`src/hw/rtl/vvp_pkg.sv`:
```
// Shared constants, register codes and pipeline flag types for the vertex projection block.
`timescale 1ns / 1ps

package vvp_pkg;

  // Rotation coefficients: signed Q2.14, three to a 48-bit row.
  localparam int ROT_COEF_W = 16;
  localparam int ROT_FRAC   = 14;
  localparam int ROW_W      = 3 * ROT_COEF_W;

  localparam logic [ROW_W-1:0] ROT_RESET_X = 48'h0000_0000_4000;
  localparam logic [ROW_W-1:0] ROT_RESET_Y = 48'h0000_4000_0000;
  localparam logic [ROW_W-1:0] ROT_RESET_Z = 48'h4000_0000_0000;

  // Eye coordinates carry this many bits above the coordinate width.
  localparam int EYE_EXTRA = 5;

  // Low slice width for the split numerator multiply.
  localparam int PP_SPLIT = 16;

  // Quotient bits resolved per divider stage.
  localparam int DIV_STEPS = 2;

  localparam int CFG_IDX_W = 3;

  typedef enum logic [CFG_IDX_W-1:0] {
    CFG_ROT_ROW_X = 3'd0,
    CFG_ROT_ROW_Y = 3'd1,
    CFG_ROT_ROW_Z = 3'd2,
    CFG_EYE_POS_X = 3'd3,
    CFG_EYE_POS_Y = 3'd4,
    CFG_EYE_POS_Z = 3'd5,
    CFG_PROJ_DIST = 3'd6
  } vvp_cfg_idx_t;

  // Per-vertex side information that rides along with the divider.
  typedef struct packed {
    logic zero_depth;  // eye z rounded to zero
    logic neg_x;       // sign of xe/ze quotient
    logic neg_y;
    logic ovf_x;       // quotient beyond coordinate range
    logic ovf_y;
    logic xe_pos;
    logic xe_neg;
    logic ye_pos;
    logic ye_neg;
  } vvp_flags_t;

endpackage

```
`src/hw/rtl/vvp_div_stage.sv`:
```
// One restoring-divider stage for the x and y quotients, DIV_STEPS bits per stage.
`timescale 1ns / 1ps

module vvp_div_stage #(
  parameter int COORD_WIDTH = 24,
  parameter int QUOT_BITS   = 24
) (
  input  logic                                         clk,
  input  logic                                         rst_n,
  input  logic                                         en,
  input  logic                                         in_valid,
  input  logic [COORD_WIDTH+vvp_pkg::EYE_EXTRA-1:0]    in_rem_x,
  input  logic [QUOT_BITS-1:0]                         in_q_x,
  input  logic [COORD_WIDTH+vvp_pkg::EYE_EXTRA-1:0]    in_rem_y,
  input  logic [QUOT_BITS-1:0]                         in_q_y,
  input  logic [COORD_WIDTH+vvp_pkg::EYE_EXTRA-1:0]    in_den,
  input  vvp_pkg::vvp_flags_t                          in_flags,
  input  logic [COORD_WIDTH-1:0]                       in_depth,
  output logic                                         out_valid,
  output logic [COORD_WIDTH+vvp_pkg::EYE_EXTRA-1:0]    out_rem_x,
  output logic [QUOT_BITS-1:0]                         out_q_x,
  output logic [COORD_WIDTH+vvp_pkg::EYE_EXTRA-1:0]    out_rem_y,
  output logic [QUOT_BITS-1:0]                         out_q_y,
  output logic [COORD_WIDTH+vvp_pkg::EYE_EXTRA-1:0]    out_den,
  output vvp_pkg::vvp_flags_t                          out_flags,
  output logic [COORD_WIDTH-1:0]                       out_depth
);

  localparam int EW = COORD_WIDTH + vvp_pkg::EYE_EXTRA;
  localparam int QB = QUOT_BITS;

  logic [EW-1:0]        rx, ry;
  logic [QB-1:0]        qx, qy;
  logic [EW:0]          tx, ty;
  logic [EW:0]          dext;
  logic                 gx, gy;

  logic [EW-1:0]        rem_x_r, rem_y_r, den_r;
  logic [QB-1:0]        q_x_r, q_y_r;
  vvp_pkg::vvp_flags_t  flags_r;
  logic [COORD_WIDTH-1:0] depth_r;
  logic                 vld_r;

  // q holds the numerator bits still to shift in; quotient bits enter at the bottom
  always_comb begin
    rx   = in_rem_x;
    ry   = in_rem_y;
    qx   = in_q_x;
    qy   = in_q_y;
    dext = {1'b0, in_den};
    tx   = '0;
    ty   = '0;
    gx   = 1'b0;
    gy   = 1'b0;
    for (int s = 0; s < vvp_pkg::DIV_STEPS; s++) begin
      tx = {rx, qx[QB-1]};
      ty = {ry, qy[QB-1]};
      gx = (tx >= dext);
      gy = (ty >= dext);
      rx = gx ? EW'(tx - dext) : tx[EW-1:0];
      ry = gy ? EW'(ty - dext) : ty[EW-1:0];
      qx = {qx[QB-2:0], gx};
      qy = {qy[QB-2:0], gy};
    end
  end

  always_ff @(posedge clk) begin
    if (!rst_n) begin
      vld_r <= 1'b0;
    end else if (en) begin
      vld_r <= in_valid;
    end
  end

  always_ff @(posedge clk) begin
    if (en) begin
      rem_x_r <= rx;
      rem_y_r <= ry;
      q_x_r   <= qx;
      q_y_r   <= qy;
      den_r   <= in_den;
      flags_r <= in_flags;
      depth_r <= in_depth;
    end
  end

  assign out_valid = vld_r;
  assign out_rem_x = rem_x_r;
  assign out_q_x   = q_x_r;
  assign out_rem_y = rem_y_r;
  assign out_q_y   = q_y_r;
  assign out_den   = den_r;
  assign out_flags = flags_r;
  assign out_depth = depth_r;

endmodule

```
`config.mk`:
```
export PLATFORM = sky130hd
export DESIGN_NAME = vvp_div_stage
export DESIGN_NICKNAME = d
export VERILOG_FILES = /design/src/hw/rtl/vvp_pkg.sv /design/src/hw/rtl/vvp_div_stage.sv
export SDC_FILE = /design/constraint.sdc
export NUM_CORES = 1
export LEC_CHECK = 0
export BUFFER_PORTS_ARGS = -buffer_cell sky130_fd_sc_hd__buf_2
export CORE_UTILIZATION = 40
export DETAILED_ROUTE_END_ITERATION = 7
export GPL_TIMING_DRIVEN = 1
export SYNTH_ARGS = -nofsm -noshare
export SYNTH_HDL_FRONTEND = slang
export SYNTH_SLANG_ARGS = --single-unit
```
`constraint.sdc`:
```
create_clock -name clk -period 6 [get_ports clk]
set_input_delay 0 -clock clk [delete_from_list [all_inputs] [get_ports clk]]
set_output_delay 0 -clock clk [all_outputs]
set_load 0.01 [all_outputs]
```
==> impl_metrics.toml <==
[outcome]
status = "finished clean"

[clocking]
cts_tree = "done"
clk_path_buf_depth = 2
cts.clk_slew.worst_paths_ns = 0.08
clock-sinks = 169
ctsHtreeMaxLevel = 4
clk_latency_ns = 0.44
cts_buffers = 17
ctsRootBufferMaster = "clkbuf_16"

[timing]
max_slew_margin = 0.355
setup_viol_count_final = 0
fin_ws_ns = 0.342
slew_viol_final = 0
hold_viol = 0
fin_crit_ns = 5.66
skew_ns = 0
fmax_mhz = 177
rsz0062_at_grt = "no"
tightest_slew_ns = 0.968
fin_setup_tns_ns = 0
min_period_over_period = 0.943

[logic_synthesis]
ys_seq_elements = 169
ys_types = 74
avgSynthCellArea_sq_um = 10.3
yosys.area_share.xor_xnor = 0.0704
synth_top_family_by_area = "compound AO/OA/AOI/OAI gates"
synth_compound_area_frac = 0.181
synth_edf_count = 168
synthAdderAreaFrac = 0.126
muxShareOfSynthArea = 0.0641
synth.net_count = 1475
yosysWarnings = 0
syn_inst = 1183
synth-seq-area-share = 0.415
syn_area_sq_mm = 0.0122
ys.flop_type = "edfxtp_1"
yosys.area_share.simple = 0.114
ys_async_sr_fraction = 0

[setup_path]
crit_chain = "dlygate4sd3_1 -> buf_2 -> inv_1 -> ha_2 -> nand3_2 -> or4_4 -> a2111oi_2 -> a21boi_2 -> o31a_1 -> a211oi_4 -> buf_12 -> buf_4 -> o21ai_0 -> ha_1 -> a2111o_1 -> o211ai_1 -> a21oi_1 -> and3b_1 -> o21ai_0 -> a2111oi_0 -> nor3_1 -> xor2_1 -> mux2_1"
crit_slowest_cell = "or4_4"
cp_top_family = "compound AO/OA/AOI/OAI gates"
start_kind = "primary input"
r2r_cells = 3
setup.worst_path.class = "primary input to flop"
crit_path_start = "in_den[18]"
reg2reg_slack_ns = 4.81
r2r_start = "out_valid$_SDFFE_PN0P_"
cp-end-kind = "flop"
cpPeakStageDelay_ns = 0.55
crit_top_cell = "o21ai_0"
path_max_fanout = 11
crit_buf_inv = 5
rr_endpoint = "out_valid$_SDFFE_PN0P_"
cp.arrival_ns = 5.84
worst-endpoint-required_ns = 6.18

[route]
wl_um = 39500
wl_per_cell_um = 18.8
vias = 11200
drt_iter0_markers = 747
ant_nets = 0
via_per_inst = 5.31
dr.pass1.iters = 6
drc = 0

[floorplan]
core_area_sq_mm = 0.0298
die-area_sq_mm = 0.0312
rows = 63
dieWidth_um = 177
ioPinCount = 341
initial_core_util = 0.409
die_y_um = 177

[power_and_ir_drop]
power.internal_uw = 3200
ir_drop_mv = 0.172
p_total_uw = 5040
p_sw_uw = 1830
powerDensity_mw_per_mm2 = 304
switching_share = 0.364
p_seq_frac = 0.326
power_frac_comb = 0.453
leakage_uw = 0.00736
clockPowerShare = 0.222

[cells_and_area]
n_fill_cell = 2653
syn_to_final_growth_pct = 35.8
finalNetCount = 1991
regArea_sq_mm = 0.00506
num_antenna_cells = 0
layout_common_cells = "buf_2 (339), edfxtp_1 (168), a21oi_1 (119)"
drive_above_1_share = 0.303
final_common_cell = "buf_2"
multi_input_area_sq_mm = 0.00681

[placement]
pre_cts_ws_ns = 0.234
routabilityCongestion = 0.961
portBuffers = 340
hpwl_um = 30800

[global_routing]
antenna_found_initial = 1
grt_pass1_wl_um = 58900
grt_usage = 0.250
overflow = 0
grt_pass1_vias = 10900
grt_max_degree = 103

[worst_hold_path]
holdPathStages = 4
worstHoldEndpoint = "out_rem_y[5]$_DFFE_PP_"
hold_class = "primary input to flop"
hold_start = "in_rem_y[3]"

[run]
drv_cap = 0
## worst max-delay path by stage
stage / endpoint / slack, ns / cells past startpoint
after floorplan: out_rem_y[21]$_DFFE_PP_ / 0.78 / 22
after global placement: out_rem_y[4]$_DFFE_PP_ / 0.32 / 21
after detailed placement: out_rem_x[3]$_DFFE_PP_ / 0.23 / 23
after CTS: out_rem_x[3]$_DFFE_PP_ / 0.14 / 24
after global routing: out_rem_x[3]$_DFFE_PP_ / 0.002 / 24
final: out_rem_x[27]$_DFFE_PP_ / 0.34 / 23
## cell families (layout without fill, tap and decap cells)
group | Yosys count | after routing
XOR/XNOR | 98 | 98
multiplexers | 67 | 67
AO/OA/AOI/OAI | 349 | 349
adder cells (fa/ha/maj) | 120 | 120
buffers and inverters | 87 | 616
flip-flops | 169 | 169
AND/OR/NAND/NOR | 293 | 293
## cell usage after synthesis (all sizes together) (5+ instances only)
master	n	share of area
edfxtp	168	0.41
a21oi	120	0.049
ha	116	0.12
nand2	95	0.029
o21ai	85	0.035
nor2	74	0.023
inv	65	0.020
mux2	62	0.060
xnor2	61	0.044
xor2	37	0.027
a21o	31	0.019
nand3	23	0.0098
o21a	21	0.013
nand4	17	0.0087
nor3	17	0.0070
a211oi	15	0.0096
clkbuf	13	0.0040
nand2b	13	0.0067
and3	12	0.0062
nor2b	11	0.0056
buf	9	0.0052
o21bai	9	0.0055
o31ai	9	0.0059
o211ai	8	0.0049
a31oi	7	0.0036
nor4	7	0.0036
o31a	7	0.0050
mux2i	5	0.0041
nand3b	5	0.0031
## stage by stage
step                area, sq um  std cells  utilization  hold slack, ns
floorplan                 12200       1183            -          0.0989
global placement          14800       1958        0.498           0.177
detailed placement        14800       1958        0.498           0.178
CTS                       16500       2100        0.554          0.0160
global route              16600       2102        0.556          0.0397
finish                    16600       2102        0.556          0.0242
## per-layer routing
layer	part of all wire	global-route usage
met1	0.44	0.317
met2	0.49	0.437
met3	0.055	0.0324
met4	0.021	0.0826
met5	0.00033	0
## timing repair
action | CTS | global route
resized for setup | 0 | 7
hold buffers | 110 | 0
endpoints found under the hold margin | 109 | 0
buffers inserted | 0 | 2
endpoints found under the setup margin | 0 | 56
## power groups by stage
stage / clock [uW] / combinational [uW] / sequential (uW)
detailed placement: 0 / 2190 / 1660
global placement: 0 / 2190 / 1670
finish: 1120 / 2280 / 1640
floorplan: 0 / 1320 / 1770
CTS: 1140 / 2270 / 1640
global route: 1190 / 2490 / 1660
## layout make-up
cell class | count | area share
clock buffer | 18 | 0.0259
clock inverter | 14 | 0.00891
inverter | 65 | 0.0147
multi-input combinational | 927 | 0.411
sequential | 169 | 0.306
tap | 390 | 0.0295
timing repair buffer | 519 | 0.204
## sequential cells by signal (all words and copies together), names as in the netlist
| register | cells |
|---|---|
| out_q_x | 24 |
| out_rem_y | 29 |
| out_rem_x | 29 |
| out_q_y | 24 |
| out_den | 29 |
| out_depth | 24 |
| out_flags | 9 |
| out_valid | 1 |
## tightest hold or removal path, stage by stage
cell and delay, ns:
buf_2 0.09, nand2_1 0.05, o31ai_1 0.08, mux2_2 0.15
(Power assumes the default switching activity.)
