[src/hw/rtl/vvp_pkg.sv]
// Shared constants, register codes and pipeline flag types for the vertex projection block.
`timescale 1ns / 1ps

package vvp_pkg;

  // Rotation coefficients: signed Q2.14, three to a 48-bit row.
  localparam int ROT_COEF_W = 16;
  localparam int ROT_FRAC   = 14;
  localparam int ROW_W      = 3 * ROT_COEF_W;

  localparam logic [ROW_W-1:0] ROT_RESET_X = 48'h0000_0000_4000;
  localparam logic [ROW_W-1:0] ROT_RESET_Y = 48'h0000_4000_0000;
  localparam logic [ROW_W-1:0] ROT_RESET_Z = 48'h4000_0000_0000;

  // Eye coordinates carry this many bits above the coordinate width.
  localparam int EYE_EXTRA = 5;

  // Low slice width for the split numerator multiply.
  localparam int PP_SPLIT = 16;

  // Quotient bits resolved per divider stage.
  localparam int DIV_STEPS = 2;

  localparam int CFG_IDX_W = 3;

  typedef enum logic [CFG_IDX_W-1:0] {
    CFG_ROT_ROW_X = 3'd0,
    CFG_ROT_ROW_Y = 3'd1,
    CFG_ROT_ROW_Z = 3'd2,
    CFG_EYE_POS_X = 3'd3,
    CFG_EYE_POS_Y = 3'd4,
    CFG_EYE_POS_Z = 3'd5,
    CFG_PROJ_DIST = 3'd6
  } vvp_cfg_idx_t;

  // Per-vertex side information that rides along with the divider.
  typedef struct packed {
    logic zero_depth;  // eye z rounded to zero
    logic neg_x;       // sign of xe/ze quotient
    logic neg_y;
    logic ovf_x;       // quotient beyond coordinate range
    logic ovf_y;
    logic xe_pos;
    logic xe_neg;
    logic ye_pos;
    logic ye_neg;
  } vvp_flags_t;

endpackage

[src/hw/rtl/vvp_proj_setup.sv]
// Magnitudes, depth saturation, split numerator multiply and range check (three stages).
`timescale 1ns / 1ps

module vvp_proj_setup #(
  parameter int COORD_WIDTH = 24
) (
  input  logic                                                 clk,
  input  logic                                                 rst_n,
  input  logic                                                 en,
  input  logic                                                 in_valid,
  input  logic signed [COORD_WIDTH+vvp_pkg::EYE_EXTRA-1:0]     xe,
  input  logic signed [COORD_WIDTH+vvp_pkg::EYE_EXTRA-1:0]     ye,
  input  logic signed [COORD_WIDTH+vvp_pkg::EYE_EXTRA-1:0]     ze,
  input  logic [COORD_WIDTH-1:0]                               h,
  output logic                                                 out_valid,
  output vvp_pkg::vvp_flags_t                                  out_flags,
  output logic [2*COORD_WIDTH+vvp_pkg::EYE_EXTRA-1:0]          num_x,
  output logic [2*COORD_WIDTH+vvp_pkg::EYE_EXTRA-1:0]          num_y,
  output logic [COORD_WIDTH+vvp_pkg::EYE_EXTRA-1:0]            den,
  output logic [COORD_WIDTH-1:0]                               depth
);

  localparam int W   = COORD_WIDTH;
  localparam int EW  = W + vvp_pkg::EYE_EXTRA;
  localparam int NW  = EW + W;
  localparam int LO  = vvp_pkg::PP_SPLIT;
  localparam int LW  = LO + W;
  localparam int HW  = EW - LO + W;
  localparam logic [W-1:0] MAX_W = {1'b0, {(W-1){1'b1}}};
  localparam logic [W-1:0] MIN_W = {1'b1, {(W-1){1'b0}}};

  // stage A: magnitudes and flags
  logic [EW-1:0]        ax_r, ay_r, az_r;
  logic [EW-1:0]        ax_nxt, ay_nxt, az_nxt;
  vvp_pkg::vvp_flags_t  a_flags_r, a_flags_nxt;
  logic [W-1:0]         a_depth_r, a_depth_nxt;
  logic                 a_vld_r;

  // stage B: partial products
  logic [LW-1:0]        plo_x_r, plo_y_r, plo_x_nxt, plo_y_nxt;
  logic [HW-1:0]        phi_x_r, phi_y_r, phi_x_nxt, phi_y_nxt;
  logic [EW-1:0]        b_az_r;
  vvp_pkg::vvp_flags_t  b_flags_r;
  logic [W-1:0]         b_depth_r;
  logic                 b_vld_r;

  // stage C: full numerators
  logic [NW-1:0]        nx_nxt, ny_nxt, nx_r, ny_r;
  logic [EW-1:0]        c_az_r;
  vvp_pkg::vvp_flags_t  c_flags_r, c_flags_nxt;
  logic [W-1:0]         c_depth_r;
  logic                 c_vld_r;

  always_comb begin
    ax_nxt = xe[EW-1] ? EW'(-xe) : EW'(xe);
    ay_nxt = ye[EW-1] ? EW'(-ye) : EW'(ye);
    az_nxt = ze[EW-1] ? EW'(-ze) : EW'(ze);

    a_flags_nxt            = '0;
    a_flags_nxt.zero_depth = (ze == '0);
    a_flags_nxt.neg_x      = xe[EW-1] ^ ze[EW-1];
    a_flags_nxt.neg_y      = ye[EW-1] ^ ze[EW-1];
    a_flags_nxt.xe_pos     = !xe[EW-1] && (xe != '0);
    a_flags_nxt.xe_neg     = xe[EW-1];
    a_flags_nxt.ye_pos     = !ye[EW-1] && (ye != '0);
    a_flags_nxt.ye_neg     = ye[EW-1];

    if (ze[EW-1:W-1] == '0 || ze[EW-1:W-1] == '1) begin
      a_depth_nxt = ze[W-1:0];
    end else begin
      a_depth_nxt = ze[EW-1] ? MIN_W : MAX_W;
    end

    plo_x_nxt = LW'(ax_r[LO-1:0]) * LW'(h);
    plo_y_nxt = LW'(ay_r[LO-1:0]) * LW'(h);
    phi_x_nxt = HW'(ax_r[EW-1:LO]) * HW'(h);
    phi_y_nxt = HW'(ay_r[EW-1:LO]) * HW'(h);

    nx_nxt = (NW'(phi_x_r) << LO) + NW'(plo_x_r);
    ny_nxt = (NW'(phi_y_r) << LO) + NW'(plo_y_r);

    // quotient needs more than W bits when num >= den * 2^W
    c_flags_nxt       = b_flags_r;
    c_flags_nxt.ovf_x = (nx_nxt[NW-1:W] >= b_az_r);
    c_flags_nxt.ovf_y = (ny_nxt[NW-1:W] >= b_az_r);
  end

  always_ff @(posedge clk) begin
    if (!rst_n) begin
      a_vld_r <= 1'b0;
      b_vld_r <= 1'b0;
      c_vld_r <= 1'b0;
    end else if (en) begin
      a_vld_r <= in_valid;
      b_vld_r <= a_vld_r;
      c_vld_r <= b_vld_r;
    end
  end

  always_ff @(posedge clk) begin
    if (en) begin
      ax_r      <= ax_nxt;
      ay_r      <= ay_nxt;
      az_r      <= az_nxt;
      a_flags_r <= a_flags_nxt;
      a_depth_r <= a_depth_nxt;

      plo_x_r   <= plo_x_nxt;
      plo_y_r   <= plo_y_nxt;
      phi_x_r   <= phi_x_nxt;
      phi_y_r   <= phi_y_nxt;
      b_az_r    <= az_r;
      b_flags_r <= a_flags_r;
      b_depth_r <= a_depth_r;

      nx_r      <= nx_nxt;
      ny_r      <= ny_nxt;
      c_az_r    <= b_az_r;
      c_flags_r <= c_flags_nxt;
      c_depth_r <= b_depth_r;
    end
  end

  assign out_valid = c_vld_r;
  assign out_flags = c_flags_r;
  assign num_x     = nx_r;
  assign num_y     = ny_r;
  assign den       = c_az_r;
  assign depth     = c_depth_r;

endmodule

[config.mk]
export PLATFORM = sky130hd
export DESIGN_NAME = vvp_proj_setup
export DESIGN_NICKNAME = d
export VERILOG_FILES = /design/src/hw/rtl/vvp_pkg.sv /design/src/hw/rtl/vvp_proj_setup.sv
export SDC_FILE = /design/constraint.sdc
export NUM_CORES = 2
export LEC_CHECK = 0
export BUFFER_PORTS_ARGS = -buffer_cell sky130_fd_sc_hd__buf_2
export CORE_AREA = 2 2 328 573
export CTS_BUF_LIST = sky130_fd_sc_hd__clkbuf_8
export CTS_CLUSTER_DIAMETER = 120
export CTS_CLUSTER_SIZE = 25
export DETAILED_ROUTE_END_ITERATION = 10
export DIE_AREA = 0 0 330 575
export PLACE_DENSITY = 0.59
export SYNTH_ARGS = -nofsm -noshare
export SYNTH_HDL_FRONTEND = slang
export SYNTH_SLANG_ARGS = --single-unit
[constraint.sdc]
create_clock -name clk -period 6.25 [get_ports clk]
set_clock_uncertainty 0.1 [all_clocks]
set_input_delay 0.625 -clock clk [delete_from_list [all_inputs] [get_ports clk]]
set_output_delay 0.625 -clock clk [all_outputs]
set_load 0.05 [all_outputs]
==> impl_metrics.csv <==
group,metric,value,unit
timing,layout_min_cycle_time,6.39,ns
final_layout,num-nets-final,8875,
final_layout,num-fill-cells,18100,
logic_synthesis,syn_area_per_cell,10.1,um2
critical_path,critPathMaxStageDelay,0.60,ns
die,num_rows,209,
global_routing,grt_max_degree,164,
place,dp_cells,9444,
routing,wl_met1,71200,um
routing,postRouteAntennaNets,0,
routing,wl_per_cell,19.6,um
routing,wl_met3,7580,um
critical_path,critPathMostFrequentCell,"fa_1",
die,die_h,575,um
final_layout,final_cells,9603,
die,die-area,190000,um2
place,dp_hpwl,157000,um
timing,worstMarginPinSlew,0.919,ns
final_layout,ff_latch_area,15100,um2
logic_synthesis,synthXorXnorAreaFrac,3.79,%
timing,setup_slack,-0.140,ns
routing,vias,47000,
worst_hold_path,hp-class,"primary input to flop",
timing,fmax,0.157,GHz
timing,fin_crit_sh,102,%
timing,hold_viol_final,0,
clock_tree,cts.clk_slew.worst_paths,0.17,ns
logic_synthesis,yosys-mux-area-fraction,0.0776,%
critical_path,critical_path.cell_chain,"clkbuf_16 -> buf_4 -> nand2_1 -> fa_1 -> inv_1 -> fa_1 -> fa_1 -> fa_2 -> fa_1 -> inv_1 -> fa_1 -> inv_1 -> ha_4 -> nand2_1 -> or3_4 -> or4_1 -> nor3_2 -> nor3_2 -> o21ai_2 -> nor2_1 -> xnor2_1 -> buf_4",
timing,setup_viol,7,
critical_path,cp.arrival,6.90,ns
logic_synthesis,synth_area,64500,um2
die,ios,284,
clock_tree,clock_path_buffers,3,
logic_synthesis,syn_inst,6408,
critical_path,end_kind,"flop",
clock_tree,cts-root-buf,"clkbuf_8",
logic_synthesis,yosysWarnings,0,
routing,initialDrtViolationCount,2202,
routing,firstDrtPassIters,9,
run,maxCapViolCount,0,
routing,drc,72,
logic_synthesis,ys.flop_type,"edfxtp_1",
clock_tree,tritoncts,"built",
logic_synthesis,synth_top_family_by_area,"adder cells",
place,portBuffers,283,
logic_synthesis,synth_edf_count,500,
die,die_x,330,um
logic_synthesis,synth-simple-area-share,13.9,%
clock_tree,htreeDepth,1,
critical_path,r2r_slack,-0.14,ns
logic_synthesis,ys_seq_area_share,23.4,%
critical_path,start_kind,"flop",
clock_tree,cts_buffers,26,
logic_synthesis,synth_fa_ha_area_share,43.7,%
final_layout,final_util,41.1,%
logic_synthesis,synth_compound_area_share,6.27,%
timing,relSlewSlack,38.3,%
final_layout,drive_above_1_share,17.7,%
outcome,status,"complete, but fails checks",
logic_synthesis,ys_ff_latch,503,
clock_tree,clk_latency,0.84,ns
critical_path,critical_path_class,"flop to flop",
timing,finalMaxSlewViolations,0,
routing,wirelength,189000,um
place,gp_congestion,0.937,
die,core-area,185000,um2
critical_path,crit_fanout,6,
outcome,violations,"DRC, setup timing",
global_routing,grt_pass1_wl,291000,um
global_routing,grt_overflow,0,
timing,rsz0062_at_grt,"yes",
critical_path,cp.required,6.76,ns
final_layout,syn_to_final_growth,18.0,%
critical_path,slowest_stage,"fa_1",
logic_synthesis,async_flop_share,0,%
clock_tree,clock-sinks,503,
routing,top_layer_used,"met5",
global_routing,grt_usage,19.9,%
die,start_util,34.8,%
global_routing,grt_pass1_vias,51800,
final_layout,multiInputGateArea,45000,um2
global_routing,antenna_found_initial,13,
logic_synthesis,yosysUniqueCellTypes,63,
logic_synthesis,synth_nets,8118,
routing,vias_per_cell,4.89,
routing,wl_met2,98300,um
-- sequential cells by signal, summed over array words and instances (netlist names), 29 cells and up --
signal / flops
plo_x_r: 40
den: 29
phi_y_r: 37
b_az_r: 29
ay_r: 29
plo_y_r: 40
num_y: 53
phi_x_r: 37
ax_r: 29
num_x: 53
az_r: 29
-- placed cells by master, fill, tap and decap left out, types with 28 or more instances in the layout --
master / instances
nand2_1: 981
dlygate4sd3_1: 60
nand3_1: 32
edfxtp_1: 500
nand2b_1: 28
nor2_1: 106
a21oi_1: 141
fa_1: 1053
ha_4: 36
buf_6: 45
nand4_1: 36
inv_2: 44
and2_1: 530
ha_1: 459
inv_1: 1176
xnor2_1: 195
o21ai_0: 111
buf_4: 582
xor2_1: 78
fa_2: 45
a21o_1: 122
buf_2: 284
buf_12: 46
-- worst max-delay path, delay by kind of cell (launching register included) --
kind,cells,cell delay (ns)
buffers and inverters,6,0.68
AND/OR/NAND/NOR,7,1.23
XOR/XNOR,1,0.13
AO/OA/AOI/OAI,1,0.15
flip-flops,1,0.54
adder cells (fa/ha/maj),7,3.37
-- layout make-up --
class,count,share of cell area [%]
Clock buffer,27,0.488
Inverter,1220,6.02
Tap cell,2426,3.99
Clock inverter,10,0.164
Antenna cell,3,0.00987
Sequential cell,503,19.8
Timing Repair Buffer,1022,10.4
Multi-Input combinational cell,4392,59.1
-- cells by family after synthesis --
logic type               Yosys count
XOR/XNOR                         279
buffers and inverters           1513
flip-flops                       503
adder cells (fa/ha/maj)         1595
multiplexers                       5
AND/OR/NAND/NOR                 1883
AO/OA/AOI/OAI                    630
-- per-stage QoR --
stage	cell area [um2]	setup WS (ns)	hold WS [ns]	setup TNS (ns)
floorplan	65000	-0.0354	0.300	-0.0685
global placement	73100	-0.703	0.300	-31.84
detailed placement	73100	-0.764	0.305	-35.55
CTS	74700	-0.178	0.000407	-0.875
global route	76100	-0.355	0.0550	-3.72
finish	76100	-0.140	0.0837	-0.615
-- layer usage --
metal	GRT usage [%]	vias to the layer above
li1	-	21400
met1	22.3	24000
met2	36.9	1234
met3	1.75	392
met4	10.3	10
met5	0	-
-- final timing paths --
| check | startpoint | to | depth (start not counted) |
|---|---|---|---|
| worst max-delay path | ay_r[1]$_DFFE_PP_ | plo_y_r[34]$_DFFE_PP_ | 22 |
| worst min-delay path | ze[15] | a_depth_r[15]$_DFFE_PP_ | 2 |
| worst max register to register | ay_r[1]$_DFFE_PP_ | plo_y_r[34]$_DFFE_PP_ | 22 |
| worst min register to register | plo_y_r[15]$_DFFE_PP_ | num_y[15]$_DFFE_PP_ | 0 |
-- Yosys cell counts, types with 28 or more instances --
| cell type | instances | area [um2] |
|---|---|---|
| o31ai_1 | 33 | 248 |
| nor3_1 | 29 | 145 |
| fa_1 | 1098 | 22000 |
| xor2_1 | 78 | 683 |
| a21oi_1 | 170 | 851 |
| and2_1 | 550 | 3440 |
| a21o_1 | 122 | 916 |
| nor2_1 | 111 | 417 |
| nand2b_1 | 28 | 175 |
| xnor2_1 | 201 | 1760 |
| nand4_1 | 36 | 225 |
| inv_1 | 1220 | 4580 |
| o21ai_0 | 134 | 671 |
| clkbuf_1 | 290 | 1090 |
| edfxtp_1 | 500 | 15000 |
| nand3_1 | 32 | 160 |
| ha_1 | 497 | 6220 |
| nand2_1 | 997 | 3740 |
-- timing repair --
item,CTS,global route
hold endpoints to repair,68,0
resized for setup,95,241
gates cloned,0,4
hold buffers,60,0
setup buffers,25,42
pin swaps,65,146
setup endpoints to repair,31,56
Power is not shown: default switching activity piles up to over one toggle a cycle in this logic, so the estimate is an artifact.
